## src/design/mvz_pkg.sv

```systemverilog
// Shared types and constants of the int8 matrix-vector core with zero point.
package mvz_pkg;

  localparam int unsigned VAL_W     = 8;
  localparam int unsigned COL_W     = 10;
  localparam int unsigned ACC_W     = 32;
  localparam int unsigned CCNT_W    = 11;
  localparam int unsigned RCNT_W    = 16;
  localparam int unsigned CFG_IDX_W = 2;

  typedef enum logic {
    CMD_VEC_LOAD = 1'b0,
    CMD_MAT_ELEM = 1'b1
  } mvz_cmd_e;

  localparam logic [CFG_IDX_W-1:0] CFG_COL_COUNT  = 2'd0;
  localparam logic [CFG_IDX_W-1:0] CFG_ROW_COUNT  = 2'd1;
  localparam logic [CFG_IDX_W-1:0] CFG_ZERO_POINT = 2'd2;

  typedef struct packed {
    logic vld;
    logic row_end;
    logic last;
  } mvz_ctl_t;

endpackage

```

## src/design/mvz_mac.sv

```systemverilog
// Multiply-accumulate stage: running dot product and row sum per matrix row.
module mvz_mac #(
  parameter int unsigned RS_W = 19
) (
  input  logic                            clk_i,
  input  logic                            rst_ni,
  input  logic                            load_i,
  input  mvz_pkg::mvz_ctl_t               ctl_i,
  input  logic signed [mvz_pkg::VAL_W-1:0] value_i,
  input  logic signed [mvz_pkg::VAL_W-1:0] vec_i,
  input  logic                            down_free_i,
  output logic                            free_o,
  output mvz_pkg::mvz_ctl_t               ctl_o,
  output logic [mvz_pkg::ACC_W-1:0]       dot_o,
  output logic signed [RS_W-1:0]          rsum_o
);

  mvz_pkg::mvz_ctl_t ctl_q, ctl_d;
  logic signed [mvz_pkg::VAL_W-1:0] val_q;
  logic [mvz_pkg::ACC_W-1:0] dot_q, dot_d, dot_nx;
  logic signed [RS_W-1:0] rs_q, rs_d, rs_nx;
  logic signed [2*mvz_pkg::VAL_W-1:0] prod;
  logic go;

  assign prod   = val_q * vec_i;
  assign dot_nx = dot_q + mvz_pkg::ACC_W'(prod);
  assign rs_nx  = rs_q + RS_W'(val_q);

  // a row end waits for room downstream
  assign go     = ctl_q.vld && (!ctl_q.row_end || down_free_i);
  assign free_o = !ctl_q.vld || go;

  always_comb begin
    ctl_d = ctl_q;
    dot_d = dot_q;
    rs_d  = rs_q;
    if (go) begin
      ctl_d.vld = 1'b0;
      if (ctl_q.row_end) begin
        dot_d = '0;
        rs_d  = '0;
      end else begin
        dot_d = dot_nx;
        rs_d  = rs_nx;
      end
    end
    if (load_i) begin
      ctl_d = ctl_i;
    end
  end

  always_ff @(posedge clk_i or negedge rst_ni) begin
    if (!rst_ni) begin
      ctl_q <= '0;
      dot_q <= '0;
      rs_q  <= '0;
    end else begin
      ctl_q <= ctl_d;
      dot_q <= dot_d;
      rs_q  <= rs_d;
    end
  end

  always_ff @(posedge clk_i) begin
    if (load_i) begin
      val_q <= value_i;
    end
  end

  assign ctl_o.vld     = go && ctl_q.row_end;
  assign ctl_o.row_end = ctl_q.row_end;
  assign ctl_o.last    = ctl_q.last;
  assign dot_o         = dot_nx;
  assign rsum_o        = rs_nx;

endmodule

```

## config.mk

```make
export PLATFORM = sky130hd
export DESIGN_NAME = mvz_mac
export DESIGN_NICKNAME = d
export VERILOG_FILES = /design/src/design/mvz_pkg.sv /design/src/design/mvz_mac.sv
export SDC_FILE = /design/constraint.sdc
export NUM_CORES = 1
export LEC_CHECK = 0
export ABC_CLOCK_PERIOD_IN_PS = 23000
export BUFFER_PORTS_ARGS = -buffer_cell sky130_fd_sc_hd__buf_4
export CORE_ASPECT_RATIO = 0.8
export CORE_MARGIN = 2
export CORE_UTILIZATION = 40
export DETAILED_ROUTE_END_ITERATION = 10
export GPL_TIMING_DRIVEN = 0
export SYNTH_ARGS = -nofsm -noshare
export SYNTH_HDL_FRONTEND = slang
export SYNTH_SLANG_ARGS = --single-unit
```

## constraint.sdc

```tcl
create_clock -name clk_i -period 23 [get_ports clk_i]
set_input_delay 4.6 -clock clk_i [delete_from_list [all_inputs] [get_ports clk_i]]
set_output_delay 4.6 -clock clk_i [all_outputs]
set_load 0.02 [all_outputs]
```

# After elaboration in Yosys (flattened, before gate mapping)
# Index checks and enable logic that the tools add are counted.
[classes] n_reduce_logical=7 mul=1 mux=4 addsub=2
[ops] cell="$add 32x32->32" count=1
[ops] cell="$mux 32" count=1
[ops] cell="$add 19x8->19" count=1
[ops] cell="$mux 19" count=1
[ops] cell="$mul 8x8->16" count=1
[ops] cell="$mux 3" count=1
[ops] cell="$logic_and 1x1->1" count=2
[ops] cell="$logic_not 1->1" count=2
[ops] cell="$logic_or 1x1->1" count=2
[ops] cell="$reduce_bool 2->1" count=1
[ops] cell="$mux 1" count=1
[totals] output_inout_bits=55 regBits=62 input_bits=23 word_cells=20

# Depth between registers and ports, before layout
[logic_depth] ltp_word=5 ltp_mapped=29 mapped_depth_nobuf=29

# Worst setup path before layout
# Ideal clock, no wire load.
[synth_path] kind="input port to output port" startpoint="input port vec_i[3] in the netlist's numbering" endpoint="output port dot_o[31] in the netlist's numbering" required_time_ns=18.400 n_path_buf=0 t_arrival_ns=11.259 path_stages=24 setup_slack_ns=7.141 path_cell_list="and2_1 fa_1 inv_1 fa_1 inv_1 fa_1 inv_1 fa_1 inv_1 ha_1 and3_1 a21oi_1 o21ai_1 o41a_1 xnor2_1 ha_1 a21o_1 a21oi_1 a21boi_0 o21ai_0 o311ai_1 and3_1 nor2_1 xnor2_1"
[synth_via] elab_chain_len=2
[synth_lines] element="start, declared" line="mvz_mac.sv:10" source="input logic signed [mvz_pkg::VAL_W-1:0] vec_i,"
[synth_lines] element="$mul 8x8->16" line="mvz_mac.sv:25" source="assign prod = val_q * vec_i;"
[synth_lines] element="$add 32x32->32" line="mvz_mac.sv:26" source="assign dot_nx = dot_q + mvz_pkg::ACC_W'(prod);"
[synth_lines] element="end, declared" line="mvz_mac.sv:14" source="output logic [mvz_pkg::ACC_W-1:0] dot_o,"
# No other way between the ends.

# Worst setup path in the final report
[layout_path] startpoint="input port vec_i[4] in the netlist's numbering" endpoint="output port dot_o[31] in the netlist's numbering"
# Same word-level chain as after synthesis.

==> results.cfg <==
[routing]
highest_layer = met4
wl_met2_um = 6860
drt-total-wl_um = 16300
drc_errors = 0
routed_via_density = 5.08
routedWlPerCell_um = 15.3
vias = 5415
first_pass_iters = 4
ant_nets = 0
drt-met1-wl_um = 8650
drt_iter0_markers = 167
dr_wl_met3_um = 693

[timing]
slew_violations = 0
rsz0062_at_grt = false
worst_slack_ns = 6.92
slew_headroom_pct = 51.1
tightest_slew_ns = 0.734
fmax_ghz = 0.0622
period_share_pct = 69.9
hold_viol_final = 0
setup_violations = 0
skew_ns = 0.00959
period_needed_ns = 16.08
finalSetupTns_ns = 0

[die]
core_mm2 = 0.0173
die_y_um = 122
die_x_um = 152
rows = 43
start_util_pct = 40.6
die_area_mm2 = 0.0186
ioPinCount = 78

[hold_path]
hold_depth = 2
hold_path_class = reg2reg

[global_routing]
overflow = 0
antenna_found_initial = 0
grt_pass1_wl_um = 27600
grt_usage_pct = 18.5
grt_max_degree = 55
grt_pass1_vias = 5432

[synth]
synth_seq_cells = 62
synth_cell_types = 61
synth_top_area_cell = dfrtp_1
mappedNetlistArea_mm2 = 0.00702
yosys.area_share.simple_pct = 12.7
yosysWarningCount = 0
synth_commonest_cells = inv_1 (111), ha_1 (80), fa_1 (57), dfrtp_1 (54), and2_1 (48)
synth_fa_ha_area_share_pct = 30.5
syn-num-nets = 906
synth_area_per_cell_um2 = 9.40
muxShareOfSynthArea_pct = 0.321
async_flop_share_pct = 87.1
syn-instance-count = 746
yosysSeqAreaShare_pct = 22.7
synthFlopType = dfrtp_1
synthXorXnorAreaFrac_pct = 7.35
yosys-top-cells-area = dfrtp_1 (19%), fa_1 (16%), ha_1 (14%)
yosysMostFrequentCell = inv_1
synth_top_area_share_pct = 19.3
synth_compound_area_share_pct = 19.5
synth_top_family_by_area = adder cells
synth-edff-count = 8

[clock_network]
cts.path.max_buffers = 2
cts_resized = 0
worstSkewPairLatency_ns = 0.34
cts_sinks = 62
post_cts_buffers = 0
ctsRootBufferMaster = clkbuf_16
cts_tree = built
holdBufCountCts = 0
cts_inserted_buffers = 9
clkTransAtPathRegs_ns = 0.06
cts_max_level = 3

[worst_setup_path]
required_ns = 18.40
cp.depth = 30
cp_top_family = adder cells
path_max_fanout = 8
criticalPathCategory = in2out
slowest_delay_ns = 0.53
crit_slowest_cell = fa_1
startpoint_type = input port
path_common_cell = a21oi_1
r2r_slack_ns = 15.32
r2r_cells = 29
critPathBufInv = 6
cp.arrival_ns = 11.48
crit_path_end_kind = primary output

[place]
place_congestion = 0.824
dp_slack_ns = 6.92
hpwl_um = 12900
port_buffers = 77

[layout]
areaGrowthSynthToFinish_pct = 16.4
utilization_pct = 47.3
drive_gt1_share_pct = 13.9
diodes = 0
nets = 995

[status]
status = finished clean

[run]
timing.max_cap.violations = 0
-- kinds of logic after synthesis --
family          count (synthesis)
flops                          62
buf+inv                       127
xor+xnor                       58
compound gates                187
mux                             2
fa+ha+maj                     137
simple gates                  173
-- stage by stage --
step	area, um2	hold WS (ns)	cells
3_3_place_gp	7880	0.459	1048
4_1_cts	8160	0.478	1065
6_report	8160	0.471	1065
2_1_floorplan	7020	0.443	746
5_1_grt	8160	0.511	1065
3_5_place_dp	7900	0.467	1049
-- routing by layer --
metal  vias up  track usage [%]
li1       2734                -
met1      2587             27.4
met2        90             27.6
met3         4             4.34
met4         0             3.68
met5         -                0
-- area by class of cell --
class                      instances  area [um2]
timing repair buffer              78         593
clock inverter                     6        37.5
tap                              225         282
sequential                        62        1590
clock buffer                      10         229
inverter                         112         420
multi-input combinational        557        4950
buffer                            15        65.1
fill                            1697        9110
-- cells in the final DEF (no fill, tap or decap), types with 18 or more instances in the layout --
cell / n
inv_1: 111
ha_1: 80
buf_4: 79
fa_1: 57
dfrtp_1: 54
and2_1: 48
xnor2_1: 46
a22o_1: 44
a21oi_1: 42
nand2_1: 37
nor2_1: 35
o21ai_0: 18
-- worst min-delay path, delay by kind of cell (launching register included) --
family	cells	cell delay (ns)
DFF	1	0.34
and+or+nand+nor	2	0.10
-- state kept, by name (all words and copies together), names as in the netlist --
name / cells
ctl_o: 2
dot_q: 32
rs_q: 19
ctl_q: 1
val_q: 8
-- worst paths after layout --
path,from,endpoint
max reg2reg,val_q[7],dot_q[31]
max in group asynchronous,rst_ni,rs_q[14]
min,rs_q[2],rs_q[2]
min in group asynchronous,rst_ni,dot_q[15]
max,vec_i[4],dot_o[31]
min reg2reg,rs_q[2],rs_q[2]
Power is not shown: default switching activity piles up to over one toggle a cycle in this logic, so the estimate is an artifact.
