### src/design/mvz_pkg.sv
// Shared types and constants of the int8 matrix-vector core with zero point.
package mvz_pkg;

  localparam int unsigned VAL_W     = 8;
  localparam int unsigned COL_W     = 10;
  localparam int unsigned ACC_W     = 32;
  localparam int unsigned CCNT_W    = 11;
  localparam int unsigned RCNT_W    = 16;
  localparam int unsigned CFG_IDX_W = 2;

  typedef enum logic {
    CMD_VEC_LOAD = 1'b0,
    CMD_MAT_ELEM = 1'b1
  } mvz_cmd_e;

  localparam logic [CFG_IDX_W-1:0] CFG_COL_COUNT  = 2'd0;
  localparam logic [CFG_IDX_W-1:0] CFG_ROW_COUNT  = 2'd1;
  localparam logic [CFG_IDX_W-1:0] CFG_ZERO_POINT = 2'd2;

  typedef struct packed {
    logic vld;
    logic row_end;
    logic last;
  } mvz_ctl_t;

endpackage

### src/design/mvz_fin.sv
// Row finish: subtract zero point times row sum and hold the result for transfer.
module mvz_fin #(
  parameter int unsigned RS_W = 19
) (
  input  logic                             clk_i,
  input  logic                             rst_ni,
  input  mvz_pkg::mvz_ctl_t                ctl_i,
  input  logic [mvz_pkg::ACC_W-1:0]        dot_i,
  input  logic signed [RS_W-1:0]           rsum_i,
  input  logic signed [mvz_pkg::ACC_W-1:0] zero_point_i,
  output logic                             free_o,
  output logic                             valid_o,
  input  logic                             ready_i,
  output logic [mvz_pkg::ACC_W-1:0]        result_o,
  output logic                             last_o
);

  logic s2_vld_q, s2_vld_d;
  logic s2_last_q;
  logic [mvz_pkg::ACC_W-1:0] s2_dot_q;
  logic signed [RS_W-1:0] s2_rs_q;
  logic out_vld_q, out_vld_d;
  logic out_last_q;
  logic [mvz_pkg::ACC_W-1:0] out_data_q;
  logic signed [mvz_pkg::ACC_W-1:0] zp_prod;
  logic out_free, s2_go;

  assign zp_prod  = zero_point_i * mvz_pkg::ACC_W'(s2_rs_q);
  assign out_free = !out_vld_q || ready_i;
  assign s2_go    = s2_vld_q && out_free;
  assign free_o   = !s2_vld_q || out_free;

  always_comb begin
    s2_vld_d = s2_vld_q;
    if (s2_go) begin
      s2_vld_d = 1'b0;
    end
    if (ctl_i.vld) begin
      s2_vld_d = 1'b1;
    end
    out_vld_d = out_vld_q;
    if (out_vld_q && ready_i) begin
      out_vld_d = 1'b0;
    end
    if (s2_go) begin
      out_vld_d = 1'b1;
    end
  end

  always_ff @(posedge clk_i or negedge rst_ni) begin
    if (!rst_ni) begin
      s2_vld_q  <= 1'b0;
      out_vld_q <= 1'b0;
    end else begin
      s2_vld_q  <= s2_vld_d;
      out_vld_q <= out_vld_d;
    end
  end

  always_ff @(posedge clk_i) begin
    if (ctl_i.vld) begin
      s2_dot_q  <= dot_i;
      s2_rs_q   <= rsum_i;
      s2_last_q <= ctl_i.last;
    end
    if (s2_go) begin
      out_data_q <= s2_dot_q - mvz_pkg::ACC_W'(zp_prod);
      out_last_q <= s2_last_q;
    end
  end

  assign valid_o  = out_vld_q;
  assign result_o = out_data_q;
  assign last_o   = out_last_q;

endmodule

### config.mk
export PLATFORM = sky130hd
export DESIGN_NAME = mvz_fin
export DESIGN_NICKNAME = d
export VERILOG_FILES = /design/src/design/mvz_pkg.sv /design/src/design/mvz_fin.sv
export SDC_FILE = /design/constraint.sdc
export NUM_CORES = 1
export LEC_CHECK = 0
export BUFFER_PORTS_ARGS = -buffer_cell sky130_fd_sc_hd__buf_2
export CORE_AREA = 2 2 263 135
export DETAILED_ROUTE_END_ITERATION = 12
export DIE_AREA = 0 0 265 137
export PLACE_DENSITY_LB_ADDON = 0.15
export SYNTH_ARGS = -nofsm -noshare
export SYNTH_HDL_FRONTEND = slang
export SYNTH_SLANG_ARGS = --single-unit
### constraint.sdc
create_clock -name clk_i -period 8.25 [get_ports clk_i]
set_clock_uncertainty 0.05 [all_clocks]
set_input_delay 0.825 -clock clk_i [delete_from_list [all_inputs] [get_ports clk_i]]
set_output_delay 0.825 -clock clk_i [all_outputs]
set_load 0.005 [all_outputs]
# Yosys cells after proc, flatten, opt, wreduce, memory -nomap -nowiden
# Index checks and enable logic that the tools add are counted.
# classes
n_bitwise,0
n_mux,4
shift,0
div,0
n_eq_ne,0
add_sub_neg,1
n_lt_le_gt_ge,0
n_mul,1
reduce_logical,8
# op_table
cell,n
32-bit by 19-bit multiplier with 32-bit output,1
32-bit subtractor,1
1-bit two-way mux,4
2-bit nonzero test,2
1-bit logical AND,2
1-bit zero test,2
1-bit logical OR,2
# totals
inputBits,89
regBits,87
rom_bits,0
latchBits,0
wordCells,21
memories,0
ramBits,0

# Depth between registers and ports, before layout
# Gate-level depths: netlist of run 1.
# logic_depth
depth_word,5
depth_mapped,26
mapped_depth_nobuf,23

# Worst setup path after synthesis of run 1
# Ideal clock, no wire load.
# synth_timing
path_kind,input -> register
from,input zero_point_i[11] (netlist bit)
to,"register out_data_q (netlist bit result_o[29]), data pin"
required_ns,7.922
setup_slack_ns,1.310
path_stages,21
arrival_ns,6.612
cell_sequence,clkbuf_1 -> clkbuf_1 -> nand2_1 -> fa_1 -> inv_1 -> fa_1 -> fa_1 -> inv_1 -> fa_1 -> fa_1 -> fa_1 -> fa_1 -> ha_1 -> or2_2 -> a21oi_1 -> a21oi_1 -> a31oi_1 -> nand3_1 -> o21ai_0 -> mux2i_1 -> o311ai_0
# synth_via
elab_chain_len,2
# synth_rtl
item,line_no,source
from (decl),mvz_fin.sv:10,"input logic signed [mvz_pkg::ACC_W-1:0] zero_point_i,"
32-bit by 19-bit multiplier with 32-bit output,mvz_fin.sv:28,assign zp_prod = zero_point_i * mvz_pkg::ACC_W'(s2_rs_q);
32-bit subtractor,mvz_fin.sv:67,out_data_q <= s2_dot_q - mvz_pkg::ACC_W'(zp_prod);
to (signal assigned),mvz_fin.sv:67,
to (decl),mvz_fin.sv:24,logic [mvz_pkg::ACC_W-1:0] out_data_q;
# Every way passes these cells.
# A chain may end at the register's enable or synchronous reset.

# Final worst setup path of run 1
# layout_timing
from,register s2_rs_q[2]
to,"register out_data_q (netlist bit result_o[30]), data pin"
# layout_via
elab_chain_len,2
# layout_rtl
item,line_no,source
from (decl),mvz_fin.sv:21,logic signed [RS_W-1:0] s2_rs_q;
from (signal assigned),mvz_fin.sv:63,s2_rs_q <= rsum_i;
32-bit by 19-bit multiplier with 32-bit output,mvz_fin.sv:28,
32-bit subtractor,mvz_fin.sv:67,
# Every way passes these cells.

==> results of run 1 <==
==> Yosys cell counts, types with 5 or more instances <==
master	number	area [um^2]
nand2b_1	9	56.3
a21oi_1	32	160
nor2_1	19	71.3
xor2_1	13	114
clkbuf_1	67	251
nand2_1	261	980
and2_1	185	1160
o21ai_0	20	100
fa_1	374	7490
a21o_1	14	105
ha_1	100	1250
nor2b_1	15	93.8
and3_1	5	31.3
edfxtp_1	85	2550
xnor2_1	51	447
inv_1	386	1450
==> layout make-up <==
cell class / count / area, um^2 / share of cell area [%]
Clock buffer: 11 / 253 / 1.38
Clock inverter: 5 / 67.6 / 0.370
Inverter: 386 / 1450 / 7.94
Multi-Input combinational cell: 1155 / 12500 / 68.7
Sequential cell: 87 / 2600 / 14.3
Tap cell: 450 / 563 / 3.08
Timing Repair Buffer: 145 / 783 / 4.29
==> state kept, by name (all words and copies together) (netlist names) <==
register	count
result_o	32
s2_vld_q	1
s2_dot_q	32
s2_rs_q	19
s2_last_q	1
last_o	1
valid_o	1
==> worst max-delay path, stage by stage (launching register included) <==
cell and delay [ns]:
edfxtp_1 0.92, nand2_1 0.18, fa_1 0.56, fa_1 0.52, inv_1 0.05, fa_1 0.48, inv_1 0.05, fa_1 0.48
fa_1 0.57, fa_1 0.43, fa_1 0.50, ha_1 0.41, a21o_1 0.21, o21bai_1 0.15, a211oi_1 0.07, o21ai_0 0.64
buf_4 0.26, o2111ai_2 0.18, a221oi_2 0.36, o41ai_2 0.11, xnor2_1 0.14
==> metrics by stage <==
stage	cells	cell area, um^2	hold WS (ns)	setup slack (ns)	utilization, %
after global placement	2223	17900	0.356	0.520	52.8
after floorplan	1698	16900	0.350	1.31	-
after detailed placement	2223	17900	0.369	0.591	52.8
after global routing	2239	18300	0.157	0.402	53.7
final	2239	18300	0.167	0.626	53.7
after CTS	2239	18300	0.153	0.828	53.7
==> routing by layer <==
| metal | vias up | wire [um] |
|---|---|---|
| met5 | - | 0 |
| li1 | 5174 | - |
| met4 | 0 | 228 |
| met2 | 555 | 16400 |
| met3 | 16 | 6460 |
| met1 | 5859 | 22800 |
==> worst paths after layout <==
kind	to	slack [ns]
setup / recovery	result_o[30]	0.63
hold / removal	s2_vld_q	0.17
setup reg to reg	result_o[30]	0.63
max in group asynchronous	valid_o	7.89
hold reg to reg	last_o	0.38
min in group clk_i	last_o	0.38
==> cells by family (layout without fill, tap and decap cells) <==
kind of cell	count (synthesis)	after routing	synth area share, %
AO/OA/AOI/OAI	102	102	4.17
buffers and inverters	456	547	10.2
adder cells (fa/ha/maj)	474	474	51.9
flip-flops	87	87	15.4
XOR/XNOR	64	64	3.33
multiplexers	2	2	0.119
AND/OR/NAND/NOR	513	513	14.9
==> impl_results.md, run 1 <==
- EDFF count, synth: 85
- Hold crit path type: primary input to async pin
- RSZ-0062 raised after global routing: false
- DR vias: 11.6k
- DRT Pass-1 Iters: 5
- Sum of negative setup slack: 0 ns
- Seq/Total Area, Yosys: 15.4%
- Core Footprint: 34000 um^2
- Hpwl dp: 37.6 mm
- Rel. slew slack: 38.3%
- Root buffer cell: clkbuf_16
- Starting Density: 49.6%
- Gr usage total: 27.1%
- Netlist cell types: 50
- GPL Wtd Cong: 0.902
- DR DRC count: 0
- Final #Nets: 2347
- Total number of yosys warnings: 0
- Die footprint: 36300 um^2
- Largest net degree at the start of global routing: 54
- Most frequent cells in the layout: 386 x inv_1, 374 x fa_1, 261 x nand2_1, 184 x and2_1, 122 x buf_2
- M3 GR Usage: 11.2%
- Most used routing layer: met1
- CTS Buffer Depth: 2
- Syn Std Cell Area: 16900 um^2
- Min cycle time layout: 7.62 ns
- H-tree depth: 3
- Initial antenna violation count: 0
- #FFs+latches synth: 87
- RR Startpoint: s2_rs_q[2]
- Critical path class: flip-flop to flip-flop
- Setup crit start: s2_rs_q[2]
- Die extent in x: 265 um
- Async S/R FF share, synth: 2.30%
- # rows: 48
- I/O Pins: 124
- Final setup violation count: 0
- Share of cells above drive strength 1: 9.67%
- Port Buf Inserts: 122
- CP Launch Type: flip-flop
- Final Slew Violations: 0
- Final Cycle Share: 92.4%
- R2R depth: 20
- Fin. Hold Viols: 0
- Vias per Instance: 5.18
- Worst EP arrival: 7.70 ns
- Commonest non-fill, non-tap cell in the layout: inv_1
- CTS sink count: 87
- Vias in the first global route: 12.0k
- Actual slew at the worst max-slew pin: 0.925 ns
- Syn Inst Count: 1698
- F_max: 0.131 GHz
- Hold buffers post-CTS: 0
- WL per Instance: 20.5 um
- Avg Cell Area, Syn: 9.92 um^2
- Starting DRT DRC Count: 1035
- Crit Path Max Fanout: 19
- Global-route wire length before repair: 72.0 mm
- Max-cap violation count: 0
- CTS resizes: 0
- Total grt overflow: 0
- Worst Path Required: 8.33 ns
- TritonCTS buffer count: 9
- Met2 usage: 33.0%
- Setup bufs post-CTS: 0
- Syn nets: 2261
- Diodes inserted: 0
- Status: finished, final reports clean
- Filler cell count: 3065
- CTS tree: done
- Worst-path clk slew: 0.10 ns
- Area Growth Syn to Fin: 8.32%
- Setup crit end kind: flip-flop
- Met1 Use GR: 44.3%
- Most common flop cell mapped by yosys: edfxtp_1
- Final wirelength: 45.8 mm
- Post-DRT Antenna Nets: 0
- DIE HEIGHT: 137 um
- Clk Latency, worst-skew pair: 0.40 ns
Power of run 1 is not shown: default switching activity piles up to over one toggle a cycle in this logic, so the estimate is an artifact.
==> inputs of run 2 (changes only) <==
CORE_AREA = 3 3 242 125   (was 2 2 263 135)
DIE_AREA = 0 0 245 128   (was 0 0 265 137)
SLEW_MARGIN = 20   (was default)
==> run 2 against run 1 <==
Effect of this change: highest routed layer unchanged; critical path depth fell by 1; largest cell class unchanged; non-clock buffer count is 10 lower; utilization grew 11 points; register-to-register slack gained 0.17 ns; wire length fell by 14%.
==> impl_results.md, run 2 (synthesis gave the netlist of run 1 again) <==
- CTS sink count: 87 (unchanged)
- Hold crit path type: primary input to async pin
- F_max: 0.134 GHz (+2.3%)
- Die footprint: 31400 um^2 (-14%)
- Starting DRT DRC Count: 665 (-36%)
- CTS resizes: 0 (unchanged)
- WL per Instance: 18.2 um (-11%)
- Status: finished, final reports clean
- Die extent in x: 245 um (-7.5%)
- CTS Buffer Depth: 2 (unchanged)
- Worst hold slack: 0.166 ns (-0.00135 ns)
- RR Startpoint: s2_rs_q[7]
- DRT Pass-1 Iters: 5 (unchanged)
- Final #Nets: 2337 (-0.43%)
- Sum of negative setup slack: 0 ns (unchanged)
- Most frequent cells in the layout: 386 x inv_1, 374 x fa_1, 261 x nand2_1, 185 x and2_1, 122 x buf_2
- RR Endpoint: result_o[29]
- Fin. Hold Viols: 0 (unchanged)
- Setup crit end kind: flip-flop
- Delay-heaviest family, CP: adder cells
- Crit Path Max Fanout: 25 (+6)
- Hpwl dp: 31.6 mm (-16%)
- TritonCTS buffer count: 9 (unchanged)
- DP Worst Slack: 0.730 ns (+0.139 ns)
- Post-DRT Antenna Nets: 0 (unchanged)
- Worst EP arrival: 7.51 ns (-0.19 ns)
- Port Buf Inserts: 122 (unchanged)
- GPL Wtd Cong: 0.855 (-5.3%)
- Setup bufs post-CTS: 0 (unchanged)
- Share of cells above drive strength 1: 9.05% (-0.62 points)
- Total grt overflow: 0 (unchanged)
- Cell breakdown of the critical path: nand2_1 > fa_1 > inv_1 > fa_1 > fa_1 > inv_1 > fa_1 > fa_1 > fa_1 > fa_1 > ha_1 > or2_2 > a21oi_1 > a21oi_1 > a31oi_1 > nand3_1 > o21ai_0 > mux2i_1 > o311ai_0
- Setup ws final: 0.798 ns (+0.172 ns)
- Slowest CP cell: edfxtp_1
- Core Footprint: 27900 um^2 (-18%)
- DR vias: 11.7k (+1.2%)
- DIE HEIGHT: 128 um (-6.6%)
- Crit path top cell by count: fa_1
- CP Launch Type: flip-flop
- Worst Path Required: 8.31 ns (-0.02 ns)
- Initial antenna violation count: 0 (unchanged)
- Crit path buffers/inverters: 2 (-1)
- # rows: 43 (-10%)
- Final wirelength: 39.3 mm (-14%)
- Global-route wire length before repair: 65.7 mm (-8.7%)
- Critical path depth: 19 (-5.0%)
- Final Slew Violations: 0 (unchanged)
- I/O Pins: 124 (unchanged)
- Slack of the worst reg-to-reg path: 0.80 ns (+0.17 ns)
- Critical path class: flip-flop to flip-flop
- CTS tree: done
- RSZ-0062 raised after global routing: false
- Hold buffers post-CTS: 0 (unchanged)
- Rel. slew slack: 24.3% (-14 points)
- H-tree depth: 3 (unchanged)
- Final setup violation count: 0 (unchanged)
- Actual slew at the worst max-slew pin: 1.13 ns (+0.209 ns)
- Clk Latency, worst-skew pair: 0.38 ns (-0.02 ns)
- Final Cycle Share: 90.3% (-2.1 points)
- Gr usage total: 27.0% (-0.12 points)
- Min cycle time layout: 7.45 ns (-0.172 ns)
- Diodes inserted: 0 (unchanged)
- CP max stage delay: 1.10 ns (+0.18 ns)
- Area Growth Syn to Fin: 7.44%
- DR DRC count: 0 (unchanged)
- Max-cap violation count: 0 (unchanged)
- R2R depth: 19 (-5.0%)
- Starting Density: 60.3% (+11 points)
- Commonest non-fill, non-tap cell in the layout: inv_1
- Worst-path clk slew: 0.07 ns (-0.03 ns)
- Root buffer cell: clkbuf_16
- Vias per Instance: 5.43 (+4.8%)
- Vias in the first global route: 13.1k (+9.2%)
- Largest net degree at the start of global routing: 54 (unchanged)
==> run 2: cell count changes in the layout (fill, tap and decap cells not counted), sizes merged <==
| cell | change |
|---|---|
| bufinv | +1 |
| clkbuf | -2 |
| buf | -10 |
| inv | -1 |
| clkinvlp | +1 |
| clkinv | +1 |
==> run 2: area by class of cell <==
cell class | instances | area (um^2)
clock buffer | 9 | 225
clock inverter | 7 | 100
fill | 2310 | 9820
inverter | 386 | 1450
multi-input combinational | 1155 | 12500
sequential | 87 | 2600
tap | 382 | 478
timing repair buffer | 135 | 716
==> run 2: per-stage QoR <==
step	utilization (%)	cells	cell area, um^2
2_1_floorplan	-	1698	16900
3_3_place_gp	63.6	2144	17800
3_5_place_dp	63.6	2144	17800
4_1_cts	64.8	2160	18100
5_1_grt	64.8	2161	18100
6_report	64.8	2161	18100
==> run 2: worst max path at each step <==
stage                                start      endpoint
after global placement    zero_point_i[10]  result_o[31]
after global routing            s2_rs_q[7]  result_o[29]
after floorplan           zero_point_i[11]  result_o[29]
final                           s2_rs_q[7]  result_o[29]
after detailed placement  zero_point_i[10]  result_o[31]
after CTS                       s2_rs_q[7]  result_o[29]
==> run 2: worst register-to-register path, delay by kind of cell, from the launching register on <==
family	cells	cell delay, ns
adder cells (fa/ha/maj)	8	3.82
AO/OA/AOI/OAI	5	1.22
flip-flops	1	1.10
AND/OR/NAND/NOR	3	0.64
multiplexers	1	0.23
buffers and inverters	2	0.11
==> run 2: metal layers <==
metal / global-route usage, % / routed length (um) / up-vias
li1: - / - / 5158
met1: 34.6 / 15900 / 6096
met2: 47.0 / 19800 / 401
met3: 5.12 / 2520 / 84
met4: 8.73 / 1180 / 0
met5: 0 / 0 / -
Power of run 2 is left out for the same reason.
